## src/design/lps_pkg.sv

```systemverilog
package lps_pkg;

    // Pattern mode codes.
    typedef logic [2:0] mode_t;

    localparam mode_t MODE_INVERT       = 3'd1;
    localparam mode_t MODE_FILL_UP      = 3'd2;
    localparam mode_t MODE_FILL_DOWN    = 3'd3;
    localparam mode_t MODE_HALF_EDGES   = 3'd4;
    localparam mode_t MODE_HALF_CENTER  = 3'd5;
    localparam mode_t MODE_STACK_TOP    = 3'd6;
    localparam mode_t MODE_STACK_BOTTOM = 3'd7;

    localparam mode_t MODE_MIN = MODE_INVERT;
    localparam mode_t MODE_MAX = MODE_STACK_BOTTOM;

    localparam int LED_COUNT = 32;
    localparam int CNT_W     = 6;
    localparam int TICK_W    = 16;

    localparam logic [TICK_W-1:0] TICKS_PER_FRAME_RESET = 16'd100;

    // Working pattern and the two sequence counters travel together.
    typedef struct packed {
        logic [LED_COUNT-1:0] work;
        logic [CNT_W-1:0]     outer;
        logic [CNT_W-1:0]     dot;
    } frame_state_t;

endpackage

```

## src/design/lps_debounce.sv

```systemverilog
module lps_debounce #(
    parameter int LEN = 16
) (
    input  logic clk,
    input  logic rst_n,
    input  logic en,
    input  logic level,
    output logic press
);

    localparam logic [LEN-1:0] FIRE_PATTERN = {1'b1, {(LEN-1){1'b0}}};

    logic [LEN-1:0] history_reg;
    logic [LEN-1:0] history_next;

    // One released sample followed by LEN-1 pressed samples is a press.
    assign history_next = {history_reg[LEN-2:0], level};
    assign press        = en && (history_next == FIRE_PATTERN);

    always_ff @(posedge clk or negedge rst_n)
    begin
        if (!rst_n)
        begin
            history_reg <= '0;
        end
        else if (en)
        begin
            history_reg <= history_next;
        end
    end

endmodule

```

## src/design/lps_frame.sv

```systemverilog
module lps_frame (
    input  lps_pkg::mode_t        mode,
    input  lps_pkg::frame_state_t cur,
    output lps_pkg::frame_state_t nxt
);

    import lps_pkg::*;

    logic        fill_bit;
    logic        half_bit;
    logic [15:0] lo;
    logic [15:0] hi;
    logic [5:0]  half_outer;

    // Stacking search state, up to four narrow steps.
    logic [5:0]  so;
    logic [5:0]  sd;
    logic        hit;
    logic [4:0]  hit_o;
    logic [4:0]  hit_d;
    logic [31:0] stack_top;
    logic [31:0] stack_bottom;

    assign fill_bit   = (cur.outer < 6'd32);
    assign half_bit   = (cur.outer < 6'd16);
    assign lo         = cur.work[15:0];
    assign hi         = cur.work[31:16];
    assign half_outer = (cur.outer == 6'd31) ? 6'd0 : cur.outer + 6'd1;

    always_comb
    begin
        so    = cur.outer;
        sd    = cur.dot;
        hit   = 1'b0;
        hit_o = '0;
        hit_d = '0;
        for (int g = 0; g < 4; g++)
        begin
            if (!hit)
            begin
                if (so >= 6'd32)
                begin
                    so = '0;
                end
                else if (sd >= 6'd32 - so)
                begin
                    sd = '0;
                    so = so + 6'd1;
                end
                else
                begin
                    hit   = 1'b1;
                    hit_o = so[4:0];
                    hit_d = sd[4:0];
                    sd    = sd + 6'd1;
                end
            end
        end
    end

    assign stack_top    = ~(32'hffff_ffff >> hit_o) | (32'h0000_0001 << hit_d);
    assign stack_bottom = ~(32'hffff_ffff << hit_o) | (32'h8000_0000 >> hit_d);

    always_comb
    begin
        nxt = cur;
        unique case (mode)
            MODE_INVERT:
            begin
                nxt.work = ~cur.work;
            end
            MODE_FILL_UP:
            begin
                nxt.work  = {cur.work[30:0], fill_bit};
                nxt.outer = cur.outer + 6'd1;
            end
            MODE_FILL_DOWN:
            begin
                nxt.work  = {fill_bit, cur.work[31:1]};
                nxt.outer = cur.outer + 6'd1;
            end
            MODE_HALF_EDGES:
            begin
                nxt.work  = {half_bit, hi[15:1], lo[14:0], half_bit};
                nxt.outer = half_outer;
            end
            MODE_HALF_CENTER:
            begin
                nxt.work  = {hi[14:0], half_bit, half_bit, lo[15:1]};
                nxt.outer = half_outer;
            end
            MODE_STACK_TOP, MODE_STACK_BOTTOM:
            begin
                nxt.outer = so;
                nxt.dot   = sd;
                if (hit)
                begin
                    nxt.work = (mode == MODE_STACK_TOP) ? stack_top : stack_bottom;
                end
            end
            default:
            begin
                nxt = cur;
            end
        endcase
    end

endmodule

```

## src/design/led32_pattern_sequencer.sv

```systemverilog
// 32-LED pattern sequencer. Each input transaction is one millisecond tick carrying the
// raw levels of the up, down and clear buttons (1 released, 0 pressed); each tick gives
// exactly one output transaction with the latched LED word, the pattern mode after the
// tick and a strobe that marks a newly latched frame. Buttons are debounced over
// DEBOUNCE_LEN samples, and a press steps the mode between 1 and 7 and restarts the
// pattern. A frame is latched every ticks_per_frame ticks (zero acts as one), written
// through the configuration channel while no ticks are in flight. The block takes one
// tick per clock while the output side is not stalled; a tick goes through an input
// register and the state update into the output register, where its result waits until
// the output side takes it. A stall on the output holds the pipeline, and in_stall rises
// once the input register also holds a tick, so the block buffers at most two ticks.
module led32_pattern_sequencer #(
    parameter int DEBOUNCE_LEN = 16
) (
    input  logic        clk,
    input  logic        rst_n,

    input  logic        in_valid,
    output logic        in_stall,
    input  logic        up_level,
    input  logic        down_level,
    input  logic        clear_level,

    output logic        out_valid,
    input  logic        out_stall,
    output logic [31:0] led_word,
    output logic [2:0]  pattern_mode,
    output logic        frame_strobe,

    input  logic        cfg_valid,
    output logic        cfg_ready,
    input  logic [15:0] ticks_per_frame
);

    import lps_pkg::*;

    // Input register stage.
    logic        s1_valid_reg;
    logic        up_reg;
    logic        down_reg;
    logic        clear_reg;

    // Output register stage and block state.
    logic         out_valid_reg;
    logic         strobe_reg;
    logic [31:0]  shown_reg;
    mode_t        mode_reg;
    frame_state_t frame_state_reg;
    logic [TICK_W-1:0] tick_count_reg;
    logic [TICK_W-1:0] period_reg;

    logic         out_free;
    logic         advance;
    logic         in_accept;

    logic         up_press;
    logic         down_press;
    logic         clear_press;
    logic         any_press;

    mode_t        mode_next;
    frame_state_t pressed_state;
    frame_state_t stepped_state;
    frame_state_t frame_state_next;
    logic [31:0]  shown_next;
    logic [TICK_W-1:0] period;
    logic [TICK_W:0]   tick_sum;
    logic         frame_fire;
    logic [TICK_W-1:0] tick_count_next;

    // The output register can take a new result when it is empty or being taken.
    assign out_free  = !out_valid_reg || !out_stall;
    assign advance   = s1_valid_reg && out_free;
    assign in_stall  = s1_valid_reg && !out_free;
    assign in_accept = in_valid && !in_stall;

    // Always writable; the user must write only while the block is idle (unenforced).
    assign cfg_ready = 1'b1;

    always_ff @(posedge clk or negedge rst_n)
    begin
        if (!rst_n)
        begin
            period_reg <= TICKS_PER_FRAME_RESET;
        end
        else if (cfg_valid && cfg_ready)
        begin
            period_reg <= ticks_per_frame;
        end
    end

    always_ff @(posedge clk or negedge rst_n)
    begin
        if (!rst_n)
        begin
            s1_valid_reg <= 1'b0;
        end
        else if (!in_stall)
        begin
            s1_valid_reg <= in_valid;
        end
    end

    always_ff @(posedge clk)
    begin
        if (in_accept)
        begin
            up_reg    <= up_level;
            down_reg  <= down_level;
            clear_reg <= clear_level;
        end
    end

    lps_debounce #(.LEN(DEBOUNCE_LEN)) u_up_debounce (
        .clk   (clk),
        .rst_n (rst_n),
        .en    (advance),
        .level (up_reg),
        .press (up_press)
    );

    lps_debounce #(.LEN(DEBOUNCE_LEN)) u_down_debounce (
        .clk   (clk),
        .rst_n (rst_n),
        .en    (advance),
        .level (down_reg),
        .press (down_press)
    );

    lps_debounce #(.LEN(DEBOUNCE_LEN)) u_clear_debounce (
        .clk   (clk),
        .rst_n (rst_n),
        .en    (advance),
        .level (clear_reg),
        .press (clear_press)
    );

    assign any_press = up_press || down_press || clear_press;

    // Presses apply in the order up, down, clear; clear wins outright.
    always_comb
    begin
        mode_next = mode_reg;
        if (up_press && (mode_next != MODE_MAX))
        begin
            mode_next = mode_next + 3'd1;
        end
        if (down_press && (mode_next != MODE_MIN))
        begin
            mode_next = mode_next - 3'd1;
        end
        if (clear_press)
        begin
            mode_next = MODE_MIN;
        end
    end

    // Any press restarts the pattern before the frame step of the same tick.
    assign pressed_state = any_press ? '0 : frame_state_reg;

    lps_frame u_frame (
        .mode (mode_next),
        .cur  (pressed_state),
        .nxt  (stepped_state)
    );

    // Frame timer: a frame fires when the incremented count reaches the period.
    assign period          = (period_reg == '0) ? TICK_W'(1) : period_reg;
    assign tick_sum        = {1'b0, tick_count_reg} + (TICK_W + 1)'(1);
    assign frame_fire      = (tick_sum >= {1'b0, period});
    assign tick_count_next = frame_fire ? '0 : tick_sum[TICK_W-1:0];

    assign frame_state_next = frame_fire ? stepped_state : pressed_state;
    assign shown_next       = frame_fire ? stepped_state.work : shown_reg;

    always_ff @(posedge clk or negedge rst_n)
    begin
        if (!rst_n)
        begin
            out_valid_reg   <= 1'b0;
            strobe_reg      <= 1'b0;
            shown_reg       <= '0;
            mode_reg        <= MODE_MIN;
            frame_state_reg <= '0;
            tick_count_reg  <= '0;
        end
        else
        begin
            if (out_free)
            begin
                out_valid_reg <= s1_valid_reg;
            end
            if (advance)
            begin
                strobe_reg      <= frame_fire;
                shown_reg       <= shown_next;
                mode_reg        <= mode_next;
                frame_state_reg <= frame_state_next;
                tick_count_reg  <= tick_count_next;
            end
        end
    end

    // The shown pattern and the mode are state that change only when a result loads.
    assign out_valid    = out_valid_reg;
    assign led_word     = shown_reg;
    assign pattern_mode = mode_reg;
    assign frame_strobe = strobe_reg;

endmodule

```

## config.mk

```make
export PLATFORM = sky130hd
export DESIGN_NAME = led32_pattern_sequencer
export DESIGN_NICKNAME = d
export VERILOG_FILES = /design/src/design/lps_pkg.sv /design/src/design/lps_debounce.sv /design/src/design/lps_frame.sv /design/src/design/led32_pattern_sequencer.sv
export SDC_FILE = /design/constraint.sdc
export NUM_CORES = 1
export LEC_CHECK = 0
export BUFFER_PORTS_ARGS = -buffer_cell sky130_fd_sc_hd__buf_2
export CORE_ASPECT_RATIO = 1.4
export CORE_MARGIN = 1
export CORE_UTILIZATION = 60
export DETAILED_ROUTE_END_ITERATION = 6
export GPL_TIMING_DRIVEN = 0
export HOLD_SLACK_MARGIN = 0.02
export PLACE_DENSITY_LB_ADDON = 0.3
export SETUP_SLACK_MARGIN = 0.4
export SYNTH_ARGS = -nofsm -noshare
export SYNTH_HDL_FRONTEND = slang
export SYNTH_HIERARCHICAL = 1
export SYNTH_SLANG_ARGS = --single-unit
export TNS_END_PERCENT = 5
```

## constraint.sdc

```tcl
create_clock -name clk -period 15 [get_ports clk]
set_input_delay 2.25 -clock clk [delete_from_list [all_inputs] [get_ports clk]]
set_output_delay 2.25 -clock clk [all_outputs]
set_load 0.01 [all_outputs]
```

==> impl_results.md, run 1 <==
- Status: complete, but fails checks
- Failing checks: DRC
- IO Pins: between 60 and 70
- WHS Path Cells: 1
- Synth Instances: 1536
- I/O Buffers: 61
- Max reg flops: 44
- Layout area overhead: 13.6%
- Drt via density: 6.86
- DIE AREA: 0.0223 sq mm
- Most used cell, CP: ha_1
- Worst Skew: ~0.02 ns
- First-pass GRT wire length: 72800 um
- Number of stages on the worst setup path: 60
- CP peak stage delay: around 0.46 ns
- Top fanout value on the critical path: 12
- Worst-path clk slew: 0.07 ns
- Skew-Pair Late Insertion Delay: 0.45 ns
- Crit-path leading delay family: simple AND/OR/NAND/NOR gates
- Total GRT Usage: 0.431
- Grt met3 use: 0.0891
- Leakage: 6.72 nW
- Number of global-route vias before repair: approximately 13000
- Fill cells: 1668
- Initial antenna violation count: 0
- Largest net degree at the start of global routing: 104
- M1 GR Usage: 0.457
- Root buffer cell: clkbuf_16
- Placed cells: 1858
- Worst IR Drop VDD: 0.137 mV
- CP Capture Type: flip-flop
- Yosys reg bits: 162
- Slew Limit Fails: 0
- Initial core utilization: 0.614
- Sequential-to-total area share from yosys stat: 0.313
- Iter 0 DRT Violations: 1264
- Mapped Area: 0.0130 sq mm
- Antenna Nets Post-Route: 0
- Final WL: 47300 um
- Final hold viol count: 0
- Finished Layout Cells: about 1900
- Startpoint Class: primary input
- Die Span Y: roughly 180 um
- # diodes: 0
- Fin worst setup slack: around 0.97 ns
- Synth Area per Inst: 8.47 sq um
- Crit path DAT: roughly 14 ns
- PwrDens: 84.2 mW/mm^2
- DR WL/cell: 24.8 um
- Gpl congestion: 1.04
- Worst setup path class: primary input to flip-flop
- Worst hold path type: flip-flop to flip-flop
- Period minus WS final: 14.03 ns
- DRC Markers: 6
- Hold buffer count at cts: 0
- Max-cap violations: 0
- Layout Nets: 1715
- DR pass1 iterations: 7
- Total grt overflow: 0
- Slew margin rel.: 0.201
- H-tree level count: 4
- Layout cells sized above 1: 0.199
- Post-synth ARST share: 0.981
- Routed via count: about 13000
- Max Clock Freq: 0.0713 GHz
- CTS Buf Count: 17
- Worst-Margin Slew: 1.19 ns
- Final setup viols: 0
- Top FF cell, synth: dfrtp_1
- R2r worst-path depth: 59
- RSZ-0062 raised after global routing: false
- Post-DP HPWL: 35000 um
- Post-placement setup slack: -2.25 ns
- Die X: 126 um
- Net count after synthesis: about 1600
- Bufs and invs on worst path: 19
- Fin crit share: 0.936
- Yosys cell types: 95
- CTS tree: yes
- CP max stage cell: a211oi_2
- EDFF count, synth: 3
- Core Box Area: between 0.02 and 0.025 sq mm
- Max Root-Sink Buffers: 2
- Row Count: 63
- Busiest layer in global routing: met2
- Warnings from Yosys: 6
- Met2 GRT Util: 0.740
- TritonCTS Sinks: 162
- WP data required: 15.39 ns
-- Yosys cell counts (all sizes together) (13+ instances only) --
cell	n	share of area
a22o	44	0.030
nor2	93	0.027
buf	46	0.025
nand2b	17	0.0082
ha	58	0.056
a31oi	30	0.014
mux2	83	0.080
and2	52	0.025
nor3	36	0.015
xnor2	28	0.019
clkbuf	72	0.021
dfrtp	155	0.30
xor2	20	0.013
o211ai	13	0.0089
inv	54	0.016
a211oi	24	0.015
and3	14	0.0071
o21ai	130	0.050
nand2	191	0.055
a21oi	93	0.036
a21o	14	0.0081
nand4	17	0.0082
o22ai	27	0.013
nor4	23	0.015
nand3	35	0.014
-- metrics by stage --
| step | setup TNS, ns | utilization | hold slack [ns] | power [mW] | instance area [sq um] |
|---|---|---|---|---|---|
| CTS | 0 | 0.682 | 0.495 | 1.24 | 14500 |
| floorplan | 0 | - | 0.449 | 0.717 | 13000 |
| finish | 0 | 0.697 | 0.496 | 1.24 | 14800 |
| detailed placement | -129.16 | 0.645 | 0.474 | 0.784 | 13700 |
| global route | 0 | 0.697 | 0.503 | 1.29 | 14800 |
| global placement | -126.66 | 0.643 | 0.461 | 0.765 | 13600 |
-- repair_timing --
item,in CTS,in global routing
resized for setup,37,59
buffers inserted,3,13
pin swaps,1,13
endpoints found under the setup margin,73,70
-- routing by layer --
layer,up-vias,wire length [um]
li1,5803,-
met1,6199,16400
met2,782,22900
met3,284,3630
met4,0,4330
met5,-,0
-- path summary, 6_finish.rpt --
check	startpoint	endpoint	slack (ns)
min	frame_state_reg[42]	frame_state_reg[42]	0.50
max in group asynchronous	rst_n	u_up_debounce/history_reg[11]	12.34
max	out_stall	led_word[30]	0.97
max reg2reg	out_valid	led_word[30]	2.46
min in group asynchronous	rst_n	period_reg[0]	1.77
min reg2reg	frame_state_reg[42]	frame_state_reg[42]	0.50
-- cell type report --
class,count,area [sq um],area share
inverters,55,206,0.0140
clock inverters,12,135,0.00915
flip-flops and latches,162,4070,0.276
plain buffers,118,631,0.0427
repair buffers,78,459,0.0311
multi-input cells,1201,8470,0.573
clock buffers,20,478,0.0324
well taps,260,325,0.0220
-- where the power goes --
| group | leakage [nW] | total, mW | internal [mW] | switching [mW] |
|---|---|---|---|---|
| logic | 4.32 | 0.209 | 0.115 | 0.0935 |
| clock network | 0.299 | 0.456 | 0.254 | 0.202 |
| registers | 2.10 | 0.580 | 0.507 | 0.0724 |
-- worst register-to-register path: cells and delay by family, from the launching register on --
kind            cells  cell delay [ns]
xor+xnor            4             0.68
fa+ha+maj           7             2.04
simple gates       17             3.12
mux                 1             0.24
compound gates     12             3.00
buf+inv            18             3.01
flops               1             0.38
-- cell families after synthesis --
kind of cell,count (synthesis),share of synthesized area
AO/OA/AOI/OAI,481,0.250
multiplexers,95,0.0889
AND/OR/NAND/NOR,515,0.196
XOR/XNOR,48,0.0323
buffers and inverters,173,0.0617
adder cells (fa/ha/maj),61,0.0581
other,1,0.000288
flip-flops,162,0.313
-- layout by cell type, fill, tap and decap left out, types with 13 or more instances in the layout --
master,count
buf_6,14
a211oi_2,13
o21ai_0,115
nand4_1,17
and2_1,52
clkbuf_16,18
nor3_1,28
mux2_2,50
a22o_1,43
mux2_4,27
a21oi_1,88
nor2_1,92
dfrtp_1,155
ha_1,58
xor2_1,20
xnor2_1,27
nand2_1,188
o22ai_1,26
inv_1,53
buf_4,18
buf_2,81
a31oi_1,23
nand2b_1,17
clkbuf_1,63
nand3_1,33
a21o_1,14
and3_1,13
No activity file was read; power rests on OpenSTA's default activity.
==> run 2, diff against run 1 <==
--- a/config.mk
+++ b/config.mk
@@ -8,12 +8,13 @@
 export BUFFER_PORTS_ARGS = -buffer_cell sky130_fd_sc_hd__buf_2
 export CORE_ASPECT_RATIO = 1.4
 export CORE_MARGIN = 1
-export CORE_UTILIZATION = 60
+export CORE_UTILIZATION = 63
 export DETAILED_ROUTE_END_ITERATION = 6
 export GPL_TIMING_DRIVEN = 0
 export HOLD_SLACK_MARGIN = 0.02
 export PLACE_DENSITY_LB_ADDON = 0.3
 export SETUP_SLACK_MARGIN = 0.4
+export SKIP_CTS_REPAIR_TIMING = 1
 export SYNTH_ARGS = -nofsm -noshare
 export SYNTH_HDL_FRONTEND = slang
 export SYNTH_HIERARCHICAL = 1
==> run 2 against run 1 <==
The flow still finishes with violations (DRC). Clock power up 0.9%. Final cell count down 0.58%. Critical path type unchanged. Sequential share of layout area about the same. Non-clock buffer count down 3. Critical endpoint is now led_word[0]. Register-to-register slack worse by 0.19 ns.
==> impl_results.md, run 2 (same netlist as run 1, synthesis figures left out) <==
- Hold Startpoint: tick_count_reg[15] (was frame_state_reg[42])
- CP Capture Type: flip-flop (unchanged)
- Gpl congestion: 1.05 (was 1.04)
- Commonest non-fill, non-tap cell in the layout: nand2_1 (unchanged)
- Die X: 123 um (was 126 um)
- Worst Skew: 0.0112 ns (was 0.0198 ns)
- Routed via count: 13200 (was 13100)
- WP data required: 15.33 ns (was 15.39 ns)
- Largest net degree at the start of global routing: 105 (was 104)
- Setup TNS: 0 ns (unchanged)
- Worst setup path class: primary input to flip-flop (unchanged)
- Worst IR Drop VDD: 0.127 mV (was 0.137 mV)
- M1 GR Usage: 0.491 (was 0.457)
- Post-DP HPWL: 32500 um (was 35000 um)
- Status: complete, but fails checks (unchanged)
- Iter 0 DRT Violations: 1481 (was 1264)
- Final hold viol count: 0 (unchanged)
- DR pass1 iterations: 7 (unchanged)
- Placed Area: 0.0137 sq mm (about the same)
- Layout area overhead: 13.7% (was 13.6%)
- IO Pins: 63 (unchanged)
- Max Clock Freq: 0.0703 GHz (was 0.0713 GHz)
- Number of global-route vias before repair: 12800 (was 13000)
- Worst R2R Setup Slack: 2.27 ns (was 2.46 ns)
- Busiest layer in global routing: met2 (unchanged)
- Layout Nets: 1712 (was 1715)
- H-tree level count: 4 (unchanged)
- Core Box Area: 0.0201 sq mm (was 0.0212 sq mm)
- TritonCTS Sinks: 162 (unchanged)
- Slew margin rel.: 0.323 (was 0.201)
- Skew-Pair Late Insertion Delay: 0.45 ns (about the same)
- Period minus WS final: 14.23 ns (was 14.03 ns)
- DIE AREA: 0.0212 sq mm (was 0.0223 sq mm)
- Worst-path clk slew: 0.07 ns (about the same)
- Most frequent cells in the layout: 191 x nand2_1, 155 x dfrtp_1, 116 x o21ai_0 (was 188 x nand2_1, 155 x dfrtp_1, 115 x o21ai_0)
- Setup crit start: out_stall (unchanged)
- Final WL: 45600 um (was 47300 um)
- Drt via density: 6.95 (was 6.86)
- Finished Layout Cells: 1895 (was 1906)
- I/O Buffers: 61 (unchanged)
- Slew Limit Fails: 0 (unchanged)
- DRC Markers: 7 (was 6)
- Row Count: 61 (was 63)
- Max Root-Sink Buffers: 2 (unchanged)
- Bufs and invs on worst path: 15 (was 19)
- Max-cap violations: 0 (unchanged)
- Antenna Nets Post-Route: 0 (unchanged)
- Met2 GRT Util: 0.726 (was 0.740)
- Crit-path leading delay family: simple AND/OR/NAND/NOR gates (unchanged)
- Root buffer cell: clkbuf_16 (unchanged)
- Initial core utilization: 0.648 (was 0.614)
- CTS tree: yes (unchanged)
- Crit path DAT: 14.55 ns (was 14.42 ns)
- Final setup viols: 0 (unchanged)
- DR WL/cell: 24.0 um (was 24.8 um)
- PwrDens: 84.8 mW/mm^2 (was 84.2 mW/mm^2)
- Leakage: 6.73 nW (was 6.72 nW)
- Most used cell, CP: nand2_1 (was ha_1)
- Worst hold path type: flip-flop to flip-flop (unchanged)
- CP peak stage delay: 0.61 ns (was 0.46 ns)
- Reg2reg start: out_valid (unchanged)
- CTS Buf Count: 17 (unchanged)
- CP max stage cell: or4_4 (was a211oi_2)
- Die Span Y: 172 um (was 176 um)
- Fin crit share: 0.948 (was 0.936)
- Total GRT Usage: 0.439 (was 0.431)
- Layout cells sized above 1: 0.197 (was 0.199)
- Grt met3 use: 0.113 (was 0.0891)
- Final Core Density: 0.737 (was 0.697)
- # diodes: 0 (unchanged)
- Max reg flops: 44 (unchanged)
- Failing checks: DRC (unchanged)
- RSZ-0062 raised after global routing: false (unchanged)
- First-pass GRT wire length: 69700 um (was 72800 um)
- Initial antenna violation count: 0 (unchanged)
- Worst-Margin Slew: 1.01 ns (was 1.19 ns)
- Total grt overflow: 0 (unchanged)
- Placed cells: 1850 (was 1858)
- Hold Slack: 0.487 ns (was 0.496 ns)
- Top fanout value on the critical path: 12 (unchanged)
- Startpoint Class: primary input (unchanged)
- Final instance area: 0.0148 sq mm (about the same)
==> run 2: cell types whose count changed in the layout (fill, tap and decap cells not counted), sizes merged <==
| cell | before | now |
|---|---|---|
| buf | 123 | 117 |
| bufinv | 1 | 2 |
| clkbuf | 93 | 97 |
| clkinv | 4 | 3 |
| clkinvlp | 1 | 2 |
| inv | 61 | 59 |
==> run 2: stage by stage <==
stage	setup slack (ns)	total power [mW]
finish	0.774	1.25
global route	0.199	1.30
CTS	-1.82	1.25
detailed placement	-2.07	0.782
global placement	-1.94	0.764
floorplan	1.58	0.717
==> run 2: worst paths after layout <==
path / depth (start not counted) / endpoint
max in group asynchronous: 2 / u_up_debounce/history_reg[9]
min in group asynchronous: 1 / period_reg[14]
min: 2 / tick_count_reg[15]
max: 58 / led_word[0]
max reg2reg: 57 / led_word[0]
min reg2reg: 2 / tick_count_reg[15]
==> run 2: layout make-up <==
type / instances / area (sq um)
Multi-Input combinational cell: 1201 / 8510
Timing Repair Buffer: 75 / 437
Buffer: 118 / 629
Tap cell: 252 / 315
Clock inverter: 11 / 141
Sequential cell: 162 / 4070
Fill cell: 1487 / 5280
Inverter: 55 / 206
Clock buffer: 21 / 480
==> run 2: layer usage <==
layer	wire length [um]	part of all wire
met1	15900	0.35
met2	22000	0.48
met3	4380	0.096
met4	3320	0.073
met5	0	0
==> run 2: worst register-to-register path: cells and delay by family (launching register included) <==
family | cells | cell delay, ns
and+or+nand+nor | 24 | 4.85
buffers and inverters | 14 | 2.60
AOI/OAI and AO/OA | 9 | 2.29
adders and majority gates | 5 | 1.52
xor gates and xnor gates | 4 | 0.63
DFF | 1 | 0.40
muxes | 1 | 0.30
==> run 2: report_power, final <==
group,internal (mW),total (mW),switching (mW)
combinational,0.115,0.211,0.0960
sequential,0.507,0.582,0.0749
clock,0.267,0.460,0.193
total,0.890,1.25,0.364
==> run 3, diff against run 2 <==
--- a/config.mk
+++ b/config.mk
@@ -6,9 +6,11 @@
 export NUM_CORES = 1
 export LEC_CHECK = 0
 export BUFFER_PORTS_ARGS = -buffer_cell sky130_fd_sc_hd__buf_2
+export CAP_MARGIN = 15
 export CORE_ASPECT_RATIO = 1.4
 export CORE_MARGIN = 1
 export CORE_UTILIZATION = 63
+export CTS_BUF_LIST = sky130_fd_sc_hd__clkbuf_4 sky130_fd_sc_hd__clkbuf_8 sky130_fd_sc_hd__clkbuf_16
 export DETAILED_ROUTE_END_ITERATION = 6
 export GPL_TIMING_DRIVEN = 0
 export HOLD_SLACK_MARGIN = 0.02
==> run 3 against run 2 <==
The run still ends with DRC left. First-iteration DRC count up 0.34%. Global-route usage is the same. Sequential power hardly changed. Via count is 0.23% higher. Worst hold slack lost 0.0065 ns. Final cell count is the same. Wire length decreased by 0.16%. Register-to-register slack hardly changed. Total power about the same. Flip-flop and latch count is the same. Combinational power is essentially flat.
==> impl_results.md, run 3 (same netlist as run 1, synthesis figures left out) <==
- Layout cells sized above 1: 0.192 (was 0.197)
- Worst-Margin Slew: 1.02 ns (was 1.01 ns)
- Leakage: 6.69 nW (was 6.73 nW)
- Worst hold path type: flip-flop to flip-flop (unchanged)
- Startpoint Class: primary input (unchanged)
- Layout Nets: 1712 (unchanged)
- Drt via density: 6.97 (was 6.95)
- I/O Buffers: 61 (unchanged)
- Largest net degree at the start of global routing: 105 (unchanged)
- Routed via count: 13200 (about the same)
- DIE AREA: 0.0212 sq mm (unchanged)
- Total GRT Usage: 0.439 (unchanged)
- Core Box Area: 0.0201 sq mm (unchanged)
- Fill cells: 1499 (was 1487)
- Bufs and invs on worst path: 14 (was 15)
- Die X: 123 um (unchanged)
- WP data required: 15.32 ns (was 15.33 ns)
- Initial antenna violation count: 0 (unchanged)
- Hold Slack: 0.481 ns (was 0.487 ns)
- Commonest non-fill, non-tap cell in the layout: nand2_1 (unchanged)
- Period minus WS final: 14.24 ns (was 14.23 ns)
- CTS tree: yes (unchanged)
- Fin crit share: 0.949 (was 0.948)
- DRC Markers: 6 (was 7)
- Worst-path clk slew: 0.06 ns (was 0.07 ns)
- Number of stages on the worst setup path: 57 (was 58)
- Number of global-route vias before repair: 12800 (unchanged)
- Slew margin rel.: 0.317 (was 0.323)
- Most frequent cells in the layout: 189 x nand2_1, 155 x dfrtp_1, 117 x o21ai_0 (was 191 x nand2_1, 155 x dfrtp_1, 116 x o21ai_0)
- Max-cap violations: 0 (unchanged)
- RSZ-0062 raised after global routing: true (was false)
- CP Capture Type: flip-flop (unchanged)
- DR pass1 iterations: 7 (unchanged)
- Initial core utilization: 0.648 (unchanged)
- Crit path DAT: 14.56 ns (was 14.55 ns)
- TritonCTS Sinks: 162 (unchanged)
- Post-DP HPWL: 32500 um (unchanged)
- Status: complete, but fails checks (unchanged)
- Failing checks: DRC (unchanged)
- Worst Skew: 0.0107 ns (was 0.0112 ns)
- Total grt overflow: 0 (unchanged)
- Gpl congestion: 1.05 (unchanged)
- Layout area overhead: 13.1% (was 13.7%)
- Max Clock Freq: 0.0702 GHz (was 0.0703 GHz)
- Worst setup path class: primary input to flip-flop (unchanged)
- CTS Buf Count: 17 (unchanged)
- Row Count: 61 (unchanged)
- First-pass GRT wire length: 69700 um (unchanged)
- Max reg flops: 44 (unchanged)
- R2r worst-path depth: 56 (was 57)
- Skew-Pair Late Insertion Delay: 0.45 ns (about the same)
- # diodes: 0 (unchanged)
- Die Span Y: 172 um (unchanged)
- Root buffer cell: clkbuf_16 (unchanged)
- IO Pins: 63 (unchanged)
- Antenna Nets Post-Route: 0 (unchanged)
- Worst IR Drop VDD: 0.127 mV (about the same)
- PwrDens: 85.3 mW/mm^2 (was 84.8 mW/mm^2)
- Final hold viol count: 0 (unchanged)
- Max Root-Sink Buffers: 2 (unchanged)
- Final setup viols: 0 (unchanged)
- H-tree level count: 4 (unchanged)
- Final WL: 45500 um (was 45600 um)
- Crit-path leading delay family: simple AND/OR/NAND/NOR gates (unchanged)
- Top fanout value on the critical path: 12 (unchanged)
- WHS Path Cells: 2 (unchanged)
- CP peak stage delay: 0.58 ns (was 0.61 ns)
- Slew Limit Fails: 0 (unchanged)
- Setup TNS: 0 ns (unchanged)
- Iter 0 DRT Violations: 1486 (was 1481)
- DR WL/cell: 24.0 um (about the same)
- CP max stage cell: or4_4 (unchanged)
## run 3: changes by cell type in the layout (fill, tap and decap cells not counted), sizes merged
cell    change
buf         -1
clkbuf      +1
## run 3: path summary, 6_finish.rpt
check                      slack (ns)               start                  to
setup reg to reg                 2.26           out_valid        led_word[14]
min in group asynchronous        1.77               rst_n       period_reg[4]
setup / recovery                 0.76           out_stall        led_word[14]
max in group asynchronous       12.34               rst_n         led_word[0]
hold reg to reg                  0.48  tick_count_reg[15]  tick_count_reg[15]
hold / removal                   0.48  tick_count_reg[15]  tick_count_reg[15]
## run 3: where the power goes
part	switching [mW]	internal, mW	total [mW]
combinational	0.0961	0.115	0.212
sequential	0.0754	0.507	0.583
clock	0.193	0.267	0.461
total	0.365	0.890	1.25
## run 3: routing by layer
metal | vias to the layer above | part of all wire | wire [um] | GRT usage
met5 | - | 0 | 0 | 0
met4 | 0 | 0.079 | 3600 | 0.305
met3 | 277 | 0.10 | 4580 | 0.113
met2 | 859 | 0.47 | 21600 | 0.726
met1 | 6267 | 0.35 | 15700 | 0.491
li1 | 5802 | - | - | -
## run 3: stage by stage
| stage | setup slack, ns | cell area [sq um] | std cells | total power, mW | util |
|---|---|---|---|---|---|
| global route | 0.257 | 14700 | 1895 | 1.30 | 0.733 |
| floorplan | 1.58 | 13000 | 1536 | 0.717 | - |
| global placement | -1.94 | 13600 | 1849 | 0.764 | 0.679 |
| finish | 0.764 | 14700 | 1895 | 1.25 | 0.733 |
| CTS | -1.82 | 14300 | 1882 | 1.25 | 0.712 |
| detailed placement | -2.07 | 13700 | 1850 | 0.782 | 0.681 |
## run 3: final cells by class
type | instances | area [sq um] | share of cell area
Clock inverter | 11 | 141 | 0.00961
Buffer | 118 | 623 | 0.0423
Sequential cell | 162 | 4070 | 0.277
Timing Repair Buffer | 75 | 434 | 0.0295
Tap cell | 252 | 315 | 0.0214
Multi-Input combinational cell | 1201 | 8440 | 0.574
Inverter | 55 | 206 | 0.0140
Clock buffer | 21 | 480 | 0.0327
## run 3: tightest hold or removal path: cells and delay by family, from the launching register on
kind | cells | cell delay (ns)
compound gates | 1 | 0.06
flops | 1 | 0.34
simple gates | 1 | 0.05
